`src/sv/dfsq_pkg.sv`:
```
// Package with the shared codes and control/status types of the deduplicating queue.
`timescale 1ns / 1ps
package dfsq_pkg;

   // Request command codes.
   localparam logic CMD_ADD    = 1'b0;
   localparam logic CMD_REMOVE = 1'b1;

   // Response status codes.
   localparam logic [1:0] ST_CHANGED  = 2'd0;
   localparam logic [1:0] ST_NOCHANGE = 2'd1;
   localparam logic [1:0] ST_FULL     = 2'd2;

   // Commands from the controller to the datapath.
   typedef struct packed {
      logic       load;       // capture the incoming request, restart the scan
      logic       scan_en;    // step the search through the stored pairs
      logic       shift_en;   // step the gap-closing copy after a removal
      logic       append;     // write the request pair at the tail
      logic       dec_count;  // one pair fewer
      logic       set_status; // latch status_code
      logic [1:0] status_code;
      logic       out_load;   // capture the response payload
   } ctrl_type;

   // Status from the datapath to the controller.
   typedef struct packed {
      logic cmd_remove; // captured request is a removal
      logic hit;        // the compared slot matches the request pair
      logic scan_end;   // every occupied slot compared, no match
      logic shift_end;  // gap closed
      logic full;       // no free slot
   } stat_type;

endpackage

```
`src/sv/dfsq_req_if.sv`:
```
// Request channel interface: valid/ready handshake with the request payload.
`timescale 1ns / 1ps
interface dfsq_req_if;
   logic        valid;
   logic        ready;
   logic        cmd;
   logic [15:0] action_id;
   logic signed [31:0] action_arg;

   modport source (output valid, output cmd, output action_id, output action_arg,
                   input ready);
   modport sink (input valid, input cmd, input action_id, input action_arg,
                 output ready);
endinterface

```
`src/sv/dfsq_rsp_if.sv`:
```
// Response channel interface: valid/ready handshake with the response payload.
`timescale 1ns / 1ps
interface dfsq_rsp_if;
   logic        valid;
   logic        ready;
   logic        head_valid;
   logic [15:0] head_action;
   logic signed [31:0] head_arg;
   logic [1:0]  status;
   logic [4:0]  occupancy;

   modport source (output valid, output head_valid, output head_action,
                   output head_arg, output status, output occupancy, input ready);
   modport sink (input valid, input head_valid, input head_action,
                 input head_arg, input status, input occupancy, output ready);
endinterface

```
`src/sv/dfsq_ram.sv`:
```
// Generic single-write, single-read RAM with registered read data.
`timescale 1ns / 1ps
module dfsq_ram #(
   parameter int WIDTH = 48,
   parameter int DEPTH = 16,
   localparam int AW = (DEPTH > 1) ? $clog2(DEPTH) : 1
) (
   input  logic             clock,
   input  logic             we,
   input  logic [AW-1:0]    waddr,
   input  logic [WIDTH-1:0] wdata,
   input  logic [AW-1:0]    raddr,
   output logic [WIDTH-1:0] rdata
);

   logic [WIDTH-1:0] mem_ff [DEPTH];
   logic [WIDTH-1:0] rdata_ff;

   // Write port and registered read port.
   always_ff @(posedge clock) begin
      if (we) begin
         mem_ff[waddr] <= wdata;
      end
      rdata_ff <= mem_ff[raddr];
   end

   assign rdata = rdata_ff;

endmodule

```
`src/sv/dfsq_datapath.sv`:
```
// Datapath: request latch, slot memory, scan and shift pointers, head copy and response register.
`timescale 1ns / 1ps
module dfsq_datapath #(
   parameter int QUEUE_DEPTH = 16
) (
   input  logic                 clock,
   input  logic                 reset,
   input  logic                 req_cmd,
   input  logic [15:0]          req_action_id,
   input  logic signed [31:0]   req_action_arg,
   input  dfsq_pkg::ctrl_type   ctrl,
   output dfsq_pkg::stat_type   stat,
   output logic                 rsp_head_valid,
   output logic [15:0]          rsp_head_action,
   output logic signed [31:0]   rsp_head_arg,
   output logic [1:0]           rsp_status,
   output logic [4:0]           rsp_occupancy
);
   import dfsq_pkg::*;

   localparam int AW = (QUEUE_DEPTH > 1) ? $clog2(QUEUE_DEPTH) : 1;
   localparam int CW = $clog2(QUEUE_DEPTH + 1);
   localparam int PW = 48;
   localparam logic [CW-1:0] DEPTH_C = CW'(QUEUE_DEPTH);

   // Captured request.
   logic          cmd_ff;
   logic [PW-1:0] key_ff;

   // Occupancy, pointers and head copy.
   logic [CW-1:0] count_ff, count_in;
   logic [CW-1:0] ptr_ff, ptr_in;
   logic          pend_ff, pend_in;
   logic [CW-1:0] pend_idx_ff, pend_idx_in;
   logic [PW-1:0] head_ff, head_in;
   logic [1:0]    status_ff;

   // Response payload registers.
   logic          out_hv_ff;
   logic [PW-1:0] out_head_ff;
   logic [1:0]    out_status_ff;
   logic [4:0]    out_occ_ff;

   // Memory ports.
   logic          ram_we;
   logic [AW-1:0] ram_waddr;
   logic [PW-1:0] ram_wdata;
   logic [PW-1:0] ram_rdata;
   logic [CW-1:0] shift_dst;
   logic          issue;
   logic          hit;
   logic [31:0]   count_wide;

   dfsq_ram #(.WIDTH(PW), .DEPTH(QUEUE_DEPTH)) u_slots (
      .clock (clock),
      .we    (ram_we),
      .waddr (ram_waddr),
      .wdata (ram_wdata),
      .raddr (ptr_ff[AW-1:0]),
      .rdata (ram_rdata)
   );

   // Compare and progress flags.
   assign hit       = pend_ff && (ram_rdata == key_ff);
   assign issue     = (ptr_ff < count_ff);
   assign shift_dst = pend_idx_ff - 1'b1;

   assign stat.cmd_remove = (cmd_ff == CMD_REMOVE);
   assign stat.hit        = hit;
   assign stat.scan_end   = !pend_ff && !issue;
   assign stat.shift_end  = !pend_ff && !issue;
   assign stat.full       = (count_ff >= DEPTH_C);

   // Memory write: append at the tail, or copy one slot down while closing a gap.
   always_comb begin
      ram_we    = 1'b0;
      ram_waddr = count_ff[AW-1:0];
      ram_wdata = key_ff;
      if (ctrl.append) begin
         ram_we = 1'b1;
      end else if (ctrl.shift_en && pend_ff) begin
         ram_we    = 1'b1;
         ram_waddr = shift_dst[AW-1:0];
         ram_wdata = ram_rdata;
      end
   end

   // Pointer, read-tracking, count and head updates.
   always_comb begin
      ptr_in      = ptr_ff;
      pend_in     = pend_ff;
      pend_idx_in = pend_idx_ff;
      count_in    = count_ff;
      head_in     = head_ff;
      if (ctrl.load) begin
         ptr_in  = '0;
         pend_in = 1'b0;
      end else if (ctrl.scan_en && hit) begin
         // Match found: the copy starts from the slot after it.
         ptr_in  = pend_idx_ff + 1'b1;
         pend_in = 1'b0;
      end else if (ctrl.scan_en || ctrl.shift_en) begin
         pend_in     = issue;
         pend_idx_in = ptr_ff;
         if (issue) begin
            ptr_in = ptr_ff + 1'b1;
         end
      end
      if (ctrl.shift_en && pend_ff && (shift_dst == '0)) begin
         head_in = ram_rdata;
      end
      if (ctrl.append) begin
         count_in = count_ff + 1'b1;
         if (count_ff == '0) begin
            head_in = key_ff;
         end
      end
      if (ctrl.dec_count) begin
         count_in = count_ff - 1'b1;
      end
   end

   // Control registers.
   always_ff @(posedge clock) begin
      if (reset) begin
         count_ff <= '0;
         ptr_ff   <= '0;
         pend_ff  <= 1'b0;
      end else begin
         count_ff <= count_in;
         ptr_ff   <= ptr_in;
         pend_ff  <= pend_in;
      end
   end

   // Payload registers.
   always_ff @(posedge clock) begin
      pend_idx_ff <= pend_idx_in;
      head_ff     <= head_in;
      if (ctrl.load) begin
         cmd_ff <= req_cmd;
         key_ff <= {req_action_id, req_action_arg};
      end
      if (ctrl.set_status) begin
         status_ff <= ctrl.status_code;
      end
   end

   assign count_wide = 32'(count_ff);

   // Response register, loaded once the step has settled.
   always_ff @(posedge clock) begin
      if (ctrl.out_load) begin
         out_hv_ff     <= (count_ff != '0);
         out_head_ff   <= (count_ff != '0) ? head_ff : '0;
         out_status_ff <= status_ff;
         out_occ_ff    <= count_wide[4:0];
      end
   end

   assign rsp_head_valid  = out_hv_ff;
   assign rsp_head_action = out_head_ff[47:32];
   assign rsp_head_arg    = out_head_ff[31:0];
   assign rsp_status      = out_status_ff;
   assign rsp_occupancy   = out_occ_ff;

endmodule

```
`src/sv/dfsq_ctrl.sv`:
```
// Controller: sequences the search, gap closing and response of each request.
`timescale 1ns / 1ps
module dfsq_ctrl (
   input  logic                clock,
   input  logic                reset,
   input  logic                req_valid,
   output logic                req_ready,
   output logic                rsp_valid,
   input  logic                rsp_ready,
   input  dfsq_pkg::stat_type  stat,
   output dfsq_pkg::ctrl_type  ctrl
);
   import dfsq_pkg::*;

   typedef enum logic [3:0] {
      S_IDLE  = 4'b0001,
      S_SCAN  = 4'b0010,
      S_SHIFT = 4'b0100,
      S_RESP  = 4'b1000
   } state_type;

   state_type state_ff, state_in;
   logic      rsp_valid_ff, rsp_valid_in;
   logic      out_free;

   assign out_free  = !rsp_valid_ff || rsp_ready;
   assign req_ready = (state_ff == S_IDLE);
   assign rsp_valid = rsp_valid_ff;

   // Next state and datapath commands.
   always_comb begin
      state_in = state_ff;
      ctrl     = '0;
      case (state_ff)
         S_IDLE: begin
            if (req_valid) begin
               ctrl.load = 1'b1;
               state_in  = S_SCAN;
            end
         end
         S_SCAN: begin
            ctrl.scan_en = 1'b1;
            if (stat.hit) begin
               if (stat.cmd_remove) begin
                  state_in = S_SHIFT;
               end else begin
                  ctrl.set_status  = 1'b1;
                  ctrl.status_code = ST_NOCHANGE;
                  state_in         = S_RESP;
               end
            end else if (stat.scan_end) begin
               ctrl.set_status = 1'b1;
               state_in        = S_RESP;
               if (stat.cmd_remove) begin
                  ctrl.status_code = ST_NOCHANGE;
               end else if (stat.full) begin
                  ctrl.status_code = ST_FULL;
               end else begin
                  ctrl.append      = 1'b1;
                  ctrl.status_code = ST_CHANGED;
               end
            end
         end
         S_SHIFT: begin
            ctrl.shift_en = 1'b1;
            if (stat.shift_end) begin
               ctrl.dec_count   = 1'b1;
               ctrl.set_status  = 1'b1;
               ctrl.status_code = ST_CHANGED;
               state_in         = S_RESP;
            end
         end
         S_RESP: begin
            if (out_free) begin
               ctrl.out_load = 1'b1;
               state_in      = S_IDLE;
            end
         end
         default: begin
            state_in = S_IDLE;
         end
      endcase
   end

   // Response valid: set on load, cleared when taken.
   always_comb begin
      rsp_valid_in = rsp_valid_ff;
      if (rsp_ready) begin
         rsp_valid_in = 1'b0;
      end
      if (ctrl.out_load) begin
         rsp_valid_in = 1'b1;
      end
   end

   always_ff @(posedge clock) begin
      if (reset) begin
         state_ff     <= S_IDLE;
         rsp_valid_ff <= 1'b0;
      end else begin
         state_ff     <= state_in;
         rsp_valid_ff <= rsp_valid_in;
      end
   end

endmodule

```
`src/sv/dedup_fifo_scheduler_queue_top.sv`:
```
// Each request is paced by the one-slot-per-cycle scan and, for a hit removal, by the copy that
// closes the gap, both through one read port.
// Throughput: one request at a time; the next is taken in the cycle after the response is
// registered, while that response waits in the output register.
// Reset (synchronous, active high) empties the queue and clears the handshakes; slot contents
// are left as they are and are never read before being written.
`timescale 1ns / 1ps
module dedup_fifo_scheduler_queue_top #(
   parameter int QUEUE_DEPTH = 16
) (
   input  logic        clock,
   input  logic        reset,
   dfsq_req_if.sink    req_chan,
   dfsq_rsp_if.source  rsp_chan
);
   import dfsq_pkg::*;

   ctrl_type ctrl;
   stat_type stat;

   dfsq_ctrl u_ctrl (
      .clock     (clock),
      .reset     (reset),
      .req_valid (req_chan.valid),
      .req_ready (req_chan.ready),
      .rsp_valid (rsp_chan.valid),
      .rsp_ready (rsp_chan.ready),
      .stat      (stat),
      .ctrl      (ctrl)
   );

   dfsq_datapath #(.QUEUE_DEPTH(QUEUE_DEPTH)) u_datapath (
      .clock           (clock),
      .reset           (reset),
      .req_cmd         (req_chan.cmd),
      .req_action_id   (req_chan.action_id),
      .req_action_arg  (req_chan.action_arg),
      .ctrl            (ctrl),
      .stat            (stat),
      .rsp_head_valid  (rsp_chan.head_valid),
      .rsp_head_action (rsp_chan.head_action),
      .rsp_head_arg    (rsp_chan.head_arg),
      .rsp_status      (rsp_chan.status),
      .rsp_occupancy   (rsp_chan.occupancy)
   );

endmodule
```
`src/flat_wrapper.sv`:
```
// flat-port wrapper written by rule: the top's interface ports become plain ports
module dedup_fifo_scheduler_queue_top_flat import dfsq_pkg::*;
#(
   parameter int QUEUE_DEPTH = 16
)
  (clock, reset, req_chan_valid, req_chan_cmd, req_chan_action_id, req_chan_action_arg, req_chan_ready, rsp_chan_valid, rsp_chan_head_valid, rsp_chan_head_action, rsp_chan_head_arg, rsp_chan_status, rsp_chan_occupancy, rsp_chan_ready);
  dfsq_req_if req_chan_i ();
  dfsq_rsp_if rsp_chan_i ();
  input  logic clock;
  input  logic reset;
  input wire logic [$bits(req_chan_i.valid)-1:0] req_chan_valid;
  input wire logic [$bits(req_chan_i.cmd)-1:0] req_chan_cmd;
  input wire logic [$bits(req_chan_i.action_id)-1:0] req_chan_action_id;
  input wire logic [$bits(req_chan_i.action_arg)-1:0] req_chan_action_arg;
  output wire logic [$bits(req_chan_i.ready)-1:0] req_chan_ready;
  output wire logic [$bits(rsp_chan_i.valid)-1:0] rsp_chan_valid;
  output wire logic [$bits(rsp_chan_i.head_valid)-1:0] rsp_chan_head_valid;
  output wire logic [$bits(rsp_chan_i.head_action)-1:0] rsp_chan_head_action;
  output wire logic [$bits(rsp_chan_i.head_arg)-1:0] rsp_chan_head_arg;
  output wire logic [$bits(rsp_chan_i.status)-1:0] rsp_chan_status;
  output wire logic [$bits(rsp_chan_i.occupancy)-1:0] rsp_chan_occupancy;
  input wire logic [$bits(rsp_chan_i.ready)-1:0] rsp_chan_ready;
  assign req_chan_i.valid = req_chan_valid;
  assign req_chan_i.cmd = req_chan_cmd;
  assign req_chan_i.action_id = req_chan_action_id;
  assign req_chan_i.action_arg = req_chan_action_arg;
  assign req_chan_ready = req_chan_i.ready;
  assign rsp_chan_valid = rsp_chan_i.valid;
  assign rsp_chan_head_valid = rsp_chan_i.head_valid;
  assign rsp_chan_head_action = rsp_chan_i.head_action;
  assign rsp_chan_head_arg = rsp_chan_i.head_arg;
  assign rsp_chan_status = rsp_chan_i.status;
  assign rsp_chan_occupancy = rsp_chan_i.occupancy;
  assign rsp_chan_i.ready = rsp_chan_ready;
  dedup_fifo_scheduler_queue_top #(.QUEUE_DEPTH(QUEUE_DEPTH)) u_core (.clock(clock), .reset(reset), .req_chan(req_chan_i), .rsp_chan(rsp_chan_i));
endmodule
```
`config.mk`:
```
export PLATFORM = sky130hd
export DESIGN_NAME = dedup_fifo_scheduler_queue_top_flat
export DESIGN_NICKNAME = d
export VERILOG_FILES = /design/src/sv/dfsq_pkg.sv /design/src/sv/dfsq_req_if.sv /design/src/sv/dfsq_rsp_if.sv /design/src/sv/dfsq_ram.sv /design/src/sv/dfsq_datapath.sv /design/src/sv/dfsq_ctrl.sv /design/src/sv/dedup_fifo_scheduler_queue_top.sv /design/src/flat_wrapper.sv
export SDC_FILE = /design/constraint.sdc
export NUM_CORES = 1
export LEC_CHECK = 0
export BUFFER_PORTS_ARGS = -buffer_cell sky130_fd_sc_hd__buf_2
export CORE_MARGIN = 2
export CORE_UTILIZATION = 60
export CTS_BUF_LIST = sky130_fd_sc_hd__clkbuf_2 sky130_fd_sc_hd__clkbuf_4 sky130_fd_sc_hd__clkbuf_8
export DETAILED_ROUTE_END_ITERATION = 16
export HOLD_SLACK_MARGIN = 0.15
export PLACE_DENSITY = 0.77
export SYNTH_ARGS = -nofsm -noshare
export SYNTH_HDL_FRONTEND = slang
export SYNTH_SLANG_ARGS = --single-unit
export TNS_END_PERCENT = 100
```
`constraint.sdc`:
```
create_clock -name clock -period 8.05 [get_ports clock]
set_input_delay 1.2075 -clock clock [delete_from_list [all_inputs] [get_ports clock]]
set_output_delay 1.2075 -clock clock [all_outputs]
set_load 0.02 [all_outputs]
```
==> results.json, run 1 <==
{
  "status": "completed",
  "clkSinkCount": 992,
  "stdcell_count": 3110,
  "pwr-share-comb_pct": 2.7,
  "ys_ff_latch": 992,
  "std_cell_rows": 92,
  "drtAntennaViolNets": 0,
  "slew-limit-headroom_pct": 20.20,
  "fin_area_um2": 42840,
  "setup_viol": 0,
  "synth_area_per_cell_um2": 19.77,
  "gp_congestion": 0.8602,
  "worst_path_max_delay_cell": "buf_4",
  "rsz0062_at_grt": "false",
  "grt.total_usage_pct": 26.71,
  "synthToLayoutAreaGrowth_pct": 12.72,
  "dpl_cell_area_um2": 39590,
  "cts_tree": "yes",
  "wl_um": 85470,
  "postCtsHoldBufs": 0,
  "drt-vias-per-instance": 6.241,
  "cts-root-buf": "clkbuf_8",
  "hp-class": "flop to flop",
  "internal_power_mw": 8.233,
  "power.density_cell_area_nw_per_um2": 244.3,
  "htree_num_levels": 4,
  "fin_worst_skew_ps": 32.57,
  "fin_util_pct": 68.16,
  "crit_type": "flop to flop",
  "die_area_um2": 65370,
  "synth-edff-count": 880,
  "synthArstFlopShare_pct": 0,
  "pre_cts_ws_ps": 3616,
  "drtIter0Drc": 2234,
  "crit_top_cell": "buf_4",
  "syn-num-nets": 1983,
  "wl_per_cell_um": 27.48,
  "cts_buffers": 156,
  "finalCritPeriodShare_pct": 56.46,
  "ios": 111,
  "die_h_um": 255.7,
  "vdd_ir_drop_max_uv": 148.6,
  "p_clk_share_pct": 41.3,
  "antenna_found_initial": 2,
  "setup_tns_ps": 0,
  "crit_arrival_ps": 4970,
  "start_util_pct": 60.47,
  "worst_setup_path_start_kind": "flop",
  "ys_warn_count": 0,
  "port-buffer-count": 110,
  "synth_cells": 1922,
  "period_needed_ps": 4545,
  "p_switching_mw": 2.232,
  "dp_hpwl_um": 47170,
  "ys_seq_area_share_pct": 75.43,
  "layout-drive-gt1-share_pct": 30.68,
  "leakage_nw": 13.86,
  "grt_pass1_vias": 20090,
  "p_total_mw": 10.46,
  "setup_ws_ps": 3505,
  "cts-resized-gates": 0,
  "timing.critical_path.required_ps": 8480,
  "overflow": 0,
  "cts_setup_buffers": 0,
  "via_count": 19410,
  "grt_pass1_wl_um": 127000,
  "clkTransAtPathRegs_ps": 60,
  "yosys.cell_types.count": 65,
  "ys.flop_type": "edfxtp_1",
  "grt_max_degree": 138,
  "fmax_ghz": 0.2200,
  "slew_violations": 0,
  "worst_pin_slew_ps": 1197,
  "finish.net_count": 2192,
  "die_w_um": 255.7,
  "critPathMaxStageDelay_ps": 780,
  "finalHoldViolCount": 0,
  "placedCellCount": 2819,
  "crit_fanout": 52,
  "hold_ws_ps": 419.7,
  "critPathCaptureType": "flop",
  "share_seq_of_total_power_pct": 56.0,
  "drc_errors": 0,
  "coreArea_um2": 62850,
  "clock_latency_ps": 820,
  "crit_chain": "buf_4, ha_1, o211ai_1, o21a_1, nor3_2, a32oi_1, nand2b_1, nor2_4, buf_4",
  "swShare_pct": 21.33,
  "clock_path_buffers": 3,
  "first_pass_iters": 7,
  "netlist_area_um2": 38010,
  "maxCapViolCount": 0
}
cell families (layout without fill, tap and decap cells):
kind of cell / Yosys count / after routing / synth area share [%]
flops: 992 / 992 / 75.43
mux: 290 / 290 / 15.54
other cells: 0 / 2 / 0
buf+inv: 111 / 451 / 1.310
simple gates: 377 / 377 / 4.872
xor+xnor: 45 / 45 / 1.037
fa+ha+maj: 8 / 8 / 0.2634
compound gates: 99 / 99 / 1.547
placed cells by master (no fill, tap or decap), types with 8 or more instances in the layout:
master / instances
a21oi_1: 9
and2_1: 48
buf_2: 110
buf_4: 34
clkbuf_4: 56
clkbuf_8: 178
clkinv_1: 19
clkinv_2: 20
dfxtp_1: 108
edfxtp_1: 880
ha_1: 8
inv_1: 16
mux2i_1: 49
mux4_2: 240
nand2_1: 199
nand2b_1: 21
nand4_1: 17
nor2_1: 18
nor2_4: 10
nor3_1: 8
nor3_2: 8
o21ai_0: 53
o21ai_1: 9
xnor2_1: 23
xor2_1: 22
power by group through the flow:
stage / combinational, mW / sequential (mW) / clock (mW)
6_report: 0.279 / 5.86 / 4.32
5_1_grt: 0.312 / 5.87 / 4.62
4_1_cts: 0.278 / 5.86 / 4.39
3_5_place_dp: 0.278 / 5.97 / 0
3_3_place_gp: 0.256 / 5.96 / 0
2_1_floorplan: 0.180 / 5.90 / 0
area by class of cell:
type	count	area, um^2
Inverter	17	63.81
Clock buffer	234	2870
Antenna cell	2	5.005
Timing Repair Buffer	145	825.8
Sequential cell	992	28680
Multi-Input combinational cell	819	8962
Fill cell	3902	20010
Clock inverter	55	375.4
Tap cell	846	1059
synth_stat cells, drive strengths merged (17+ instances only):
cell	number	share of area [%]
edfxtp	880	70
mux4	240	14
nand2	200	2.0
dfxtp	112	5.9
o21ai	62	0.82
clkbuf	56	0.56
and2	49	0.81
mux2i	49	1.3
buf	37	0.55
nor2	28	0.28
xnor2	23	0.53
xor2	22	0.51
nand2b	21	0.35
inv	17	0.17
nand4	17	0.28
nor3	17	0.27
worst max-delay path: cells and delay by family, from the launching register on:
| family | cells | cell delay, ps |
|---|---|---|
| buf+inv | 2 | 1460 |
| simple gates | 3 | 1410 |
| compound gates | 3 | 670 |
| flops | 1 | 310 |
| fa+ha+maj | 1 | 250 |
metal layers:
metal | vias to the layer above | GRT usage (%) | share of wire [%]
met1 | 10060 | 37.89 | 40
li1 | 8130 | - | -
met3 | 167 | 6.566 | 9.1
met2 | 1047 | 41.30 | 48
met5 | - | 0 | 0
met4 | 0 | 9.405 | 2.7
flip-flops by register name (all words and copies together) (netlist names), 2 cells and up:
register	flops
u_core.u_datapath.u_slots.mem_ff	768
u_core.u_datapath.head_ff	48
u_core.u_datapath.key_ff	48
u_core.u_datapath.out_head_ff	48
u_core.u_datapath.u_slots.rdata	48
u_core.u_datapath.count_ff	5
u_core.u_datapath.pend_idx_ff	5
u_core.u_datapath.ptr_ff	5
u_core.u_datapath.rsp_occupancy	5
u_core.u_ctrl.state_ff	4
u_core.u_datapath.rsp_status	2
u_core.u_datapath.status_ff	2
worst paths after layout:
kind | slack [ps] | from | to | cells after the start
worst max-delay path | 3500 | u_core.u_datapath.ptr_ff[3] | u_core.u_datapath.u_slots.mem_ff[12][16] | 9
worst min-delay path | 420 | u_core.u_datapath.status_ff[1] | u_core.u_datapath.rsp_status[1] | 0
worst max register to register | 3500 | u_core.u_datapath.ptr_ff[3] | u_core.u_datapath.u_slots.mem_ff[12][16] | 9
worst min register to register | 420 | u_core.u_datapath.status_ff[1] | u_core.u_datapath.rsp_status[1] | 0
(Power assumes the default switching activity.)
==> run 2, diff against run 1 <==
==> constraint.sdc (replaced) <==
create_clock -name clock -period 4.24 [get_ports clock]
set_input_delay 0.636 -clock clock [delete_from_list [all_inputs] [get_ports clock]]
set_output_delay 0.636 -clock clock [all_outputs]
set_load 0.02 [all_outputs]
==> results.json, run 2 (synthesized netlist as in run 1, its figures left out) <==
{
  "grt.total_usage_pct": 27.83,
  "final_common_cell": "edfxtp_1",
  "drt-vias-per-instance": 6.284,
  "worst_setup_path_start_kind": "flop",
  "drtAntennaViolNets": 0,
  "worst_pin_slew_ps": 1143,
  "finalHoldViolCount": 0,
  "critPathCaptureType": "flop",
  "timing.critical_path.required_ps": 4710,
  "coreArea_um2": 62850,
  "setup_viol": 0,
  "slew-limit-headroom_pct": 23.82,
  "power.density_cell_area_nw_per_um2": 455.6,
  "grt_pass1_wl_um": 131300,
  "reg2reg_depth": 10,
  "largest_reg_flops": 768,
  "drtIter0Drc": 2669,
  "wl_per_cell_um": 28.17,
  "layout-drive-gt1-share_pct": 30.42,
  "std_cell_rows": 92,
  "postCtsHoldBufs": 53,
  "via_count": 19910,
  "hp-class": "flop to flop",
  "crit_fanout": 19,
  "cts_setup_buffers": 0,
  "vdd_ir_drop_max_uv": 348.4,
  "cts-root-buf": "clkbuf_8",
  "finalCritPeriodShare_pct": 85.20,
  "grt_max_degree": 101,
  "cts-resized-gates": 0,
  "rsz0062_at_grt": "false",
  "synthToLayoutAreaGrowth_pct": 14.83,
  "clkSinkCount": 992,
  "largest_register": "u_core.u_datapath.u_slots.mem_ff",
  "min_path_cells": 0,
  "r2r_end": "u_core.u_datapath.u_slots.mem_ff[1][2]",
  "fill_cells": 3784,
  "setup_tns_ps": 0,
  "clock_path_buffers": 3,
  "crit_arrival_ps": 4080,
  "maxCapViolCount": 0,
  "cts_buffers": 154,
  "dp_hpwl_um": 47360,
  "period_needed_ps": 3612,
  "clkTransAtPathRegs_ps": 70,
  "crit_type": "flop to flop",
  "die_w_um": 255.7,
  "ios": 111,
  "start_util_pct": 60.47,
  "port-buffer-count": 110,
  "antenna_found_initial": 1,
  "worstSetupStartpoint": "u_core.u_datapath.count_ff[1]",
  "r2r_slack_ps": 630,
  "clock_latency_ps": 810,
  "cts_tree": "yes",
  "htree_num_levels": 4,
  "wl_um": 89250,
  "drc_errors": 0,
  "first_pass_iters": 6,
  "pre_cts_ws_ps": 727.8,
  "setup_ws_ps": 627.6,
  "slew_violations": 0,
  "die_h_um": 255.7,
  "reg2reg_from": "u_core.u_datapath.count_ff[1]",
  "crit_path_end": "u_core.u_datapath.u_slots.mem_ff[1][2]",
  "gp_congestion": 0.9308,
  "grt_pass1_vias": 20350,
  "die_area_um2": 65370,
  "fin_worst_skew_ps": 37.93,
  "most-common-layout-cells": "edfxtp_1 (880), mux4_2 (240), nand2_1 (199)",
  "finish.net_count": 2256,
  "fmax_ghz": 0.2768,
  "leakage_nw": 14.20,
  "status": "completed",
  "overflow": 0
}
run 2: cell count changes in the layout (fill, tap and decap cells not counted), moves of 4 or more:
cell | before | now
buf_4 | 34 | 30
clkbuf_4 | 56 | 74
clkinv_1 | 19 | 13
dlygate4sd3_1 | 0 | 53
buf_12 | 1 | 18
clkinvlp_4 | 6 | 2
clkinv_2 | 20 | 11
run 2: per-stage QoR:
step / instance area (um^2) / instances / hold WS, ps / utilization (%) / total power [mW]
CTS: 43640 / 3167 / 432.7 / 69.43 / 19.97
global route: 43640 / 3168 / 447.4 / 69.44 / 20.47
floorplan: 38030 / 1922 / 400.3 / - / 11.55
detailed placement: 39900 / 2832 / 417.8 / 63.49 / 11.84
finish: 43640 / 3168 / 428.6 / 69.44 / 19.88
global placement: 39900 / 2832 / 407.5 / 63.49 / 11.79
run 2: how the worst min path moves through the flow:
stage	start	endpoint	slack [ps]
finish	u_core.u_datapath.status_ff[0]	u_core.u_datapath.rsp_status[0]	430
CTS	u_core.u_datapath.status_ff[1]	u_core.u_datapath.rsp_status[1]	430
detailed placement	u_core.u_datapath.status_ff[1]	u_core.u_datapath.rsp_status[1]	420
floorplan	u_core.u_datapath.status_ff[0]	u_core.u_datapath.rsp_status[0]	400
global placement	u_core.u_datapath.status_ff[1]	u_core.u_datapath.rsp_status[1]	410
global route	u_core.u_datapath.status_ff[0]	u_core.u_datapath.rsp_status[0]	450
run 2: report_power, final:
group | switching, mW | internal [mW] | leakage, nW | total, mW
Clock | 3.58 | 4.60 | 1.72 | 8.18
Combinational | 0.381 | 0.209 | 3.52 | 0.590
Sequential | 0.192 | 10.9 | 8.96 | 11.1
Total | 4.15 | 15.7 | 14.2 | 19.9
run 2: area by class of cell:
class,count,area [um^2],area share [%]
diodes,1,2.502,0.005734
clock buffers,249,2964,6.792
clock inverters,33,244.0,0.5591
inverters,17,63.81,0.1462
multi-input cells,819,8962,20.54
flip-flops and latches,992,28680,65.72
well taps,846,1059,2.425
repair buffers,211,1667,3.819
run 2: routing by layer:
| layer | wire [um] | GRT usage [%] | part of all wire (%) | up-vias |
|---|---|---|---|---|
| li1 | - | - | - | 8259 |
| met1 | 35010 | 39.07 | 39 | 10200 |
| met2 | 42560 | 43.15 | 48 | 1250 |
| met3 | 8744 | 6.358 | 9.8 | 203 |
| met4 | 2932 | 11.21 | 3.3 | 0 |
| met5 | 0 | 0 | 0 | - |
run 2: critical path, stage by stage (launching register included):
cell and delay, ps:
dfxtp_1 530, inv_1 140, ha_1 310, o211ai_1 80
o21a_1 220, nor3_2 460, nand2_1 200, o22ai_1 260
nand2_1 200, nor2_4 530, buf_12 300
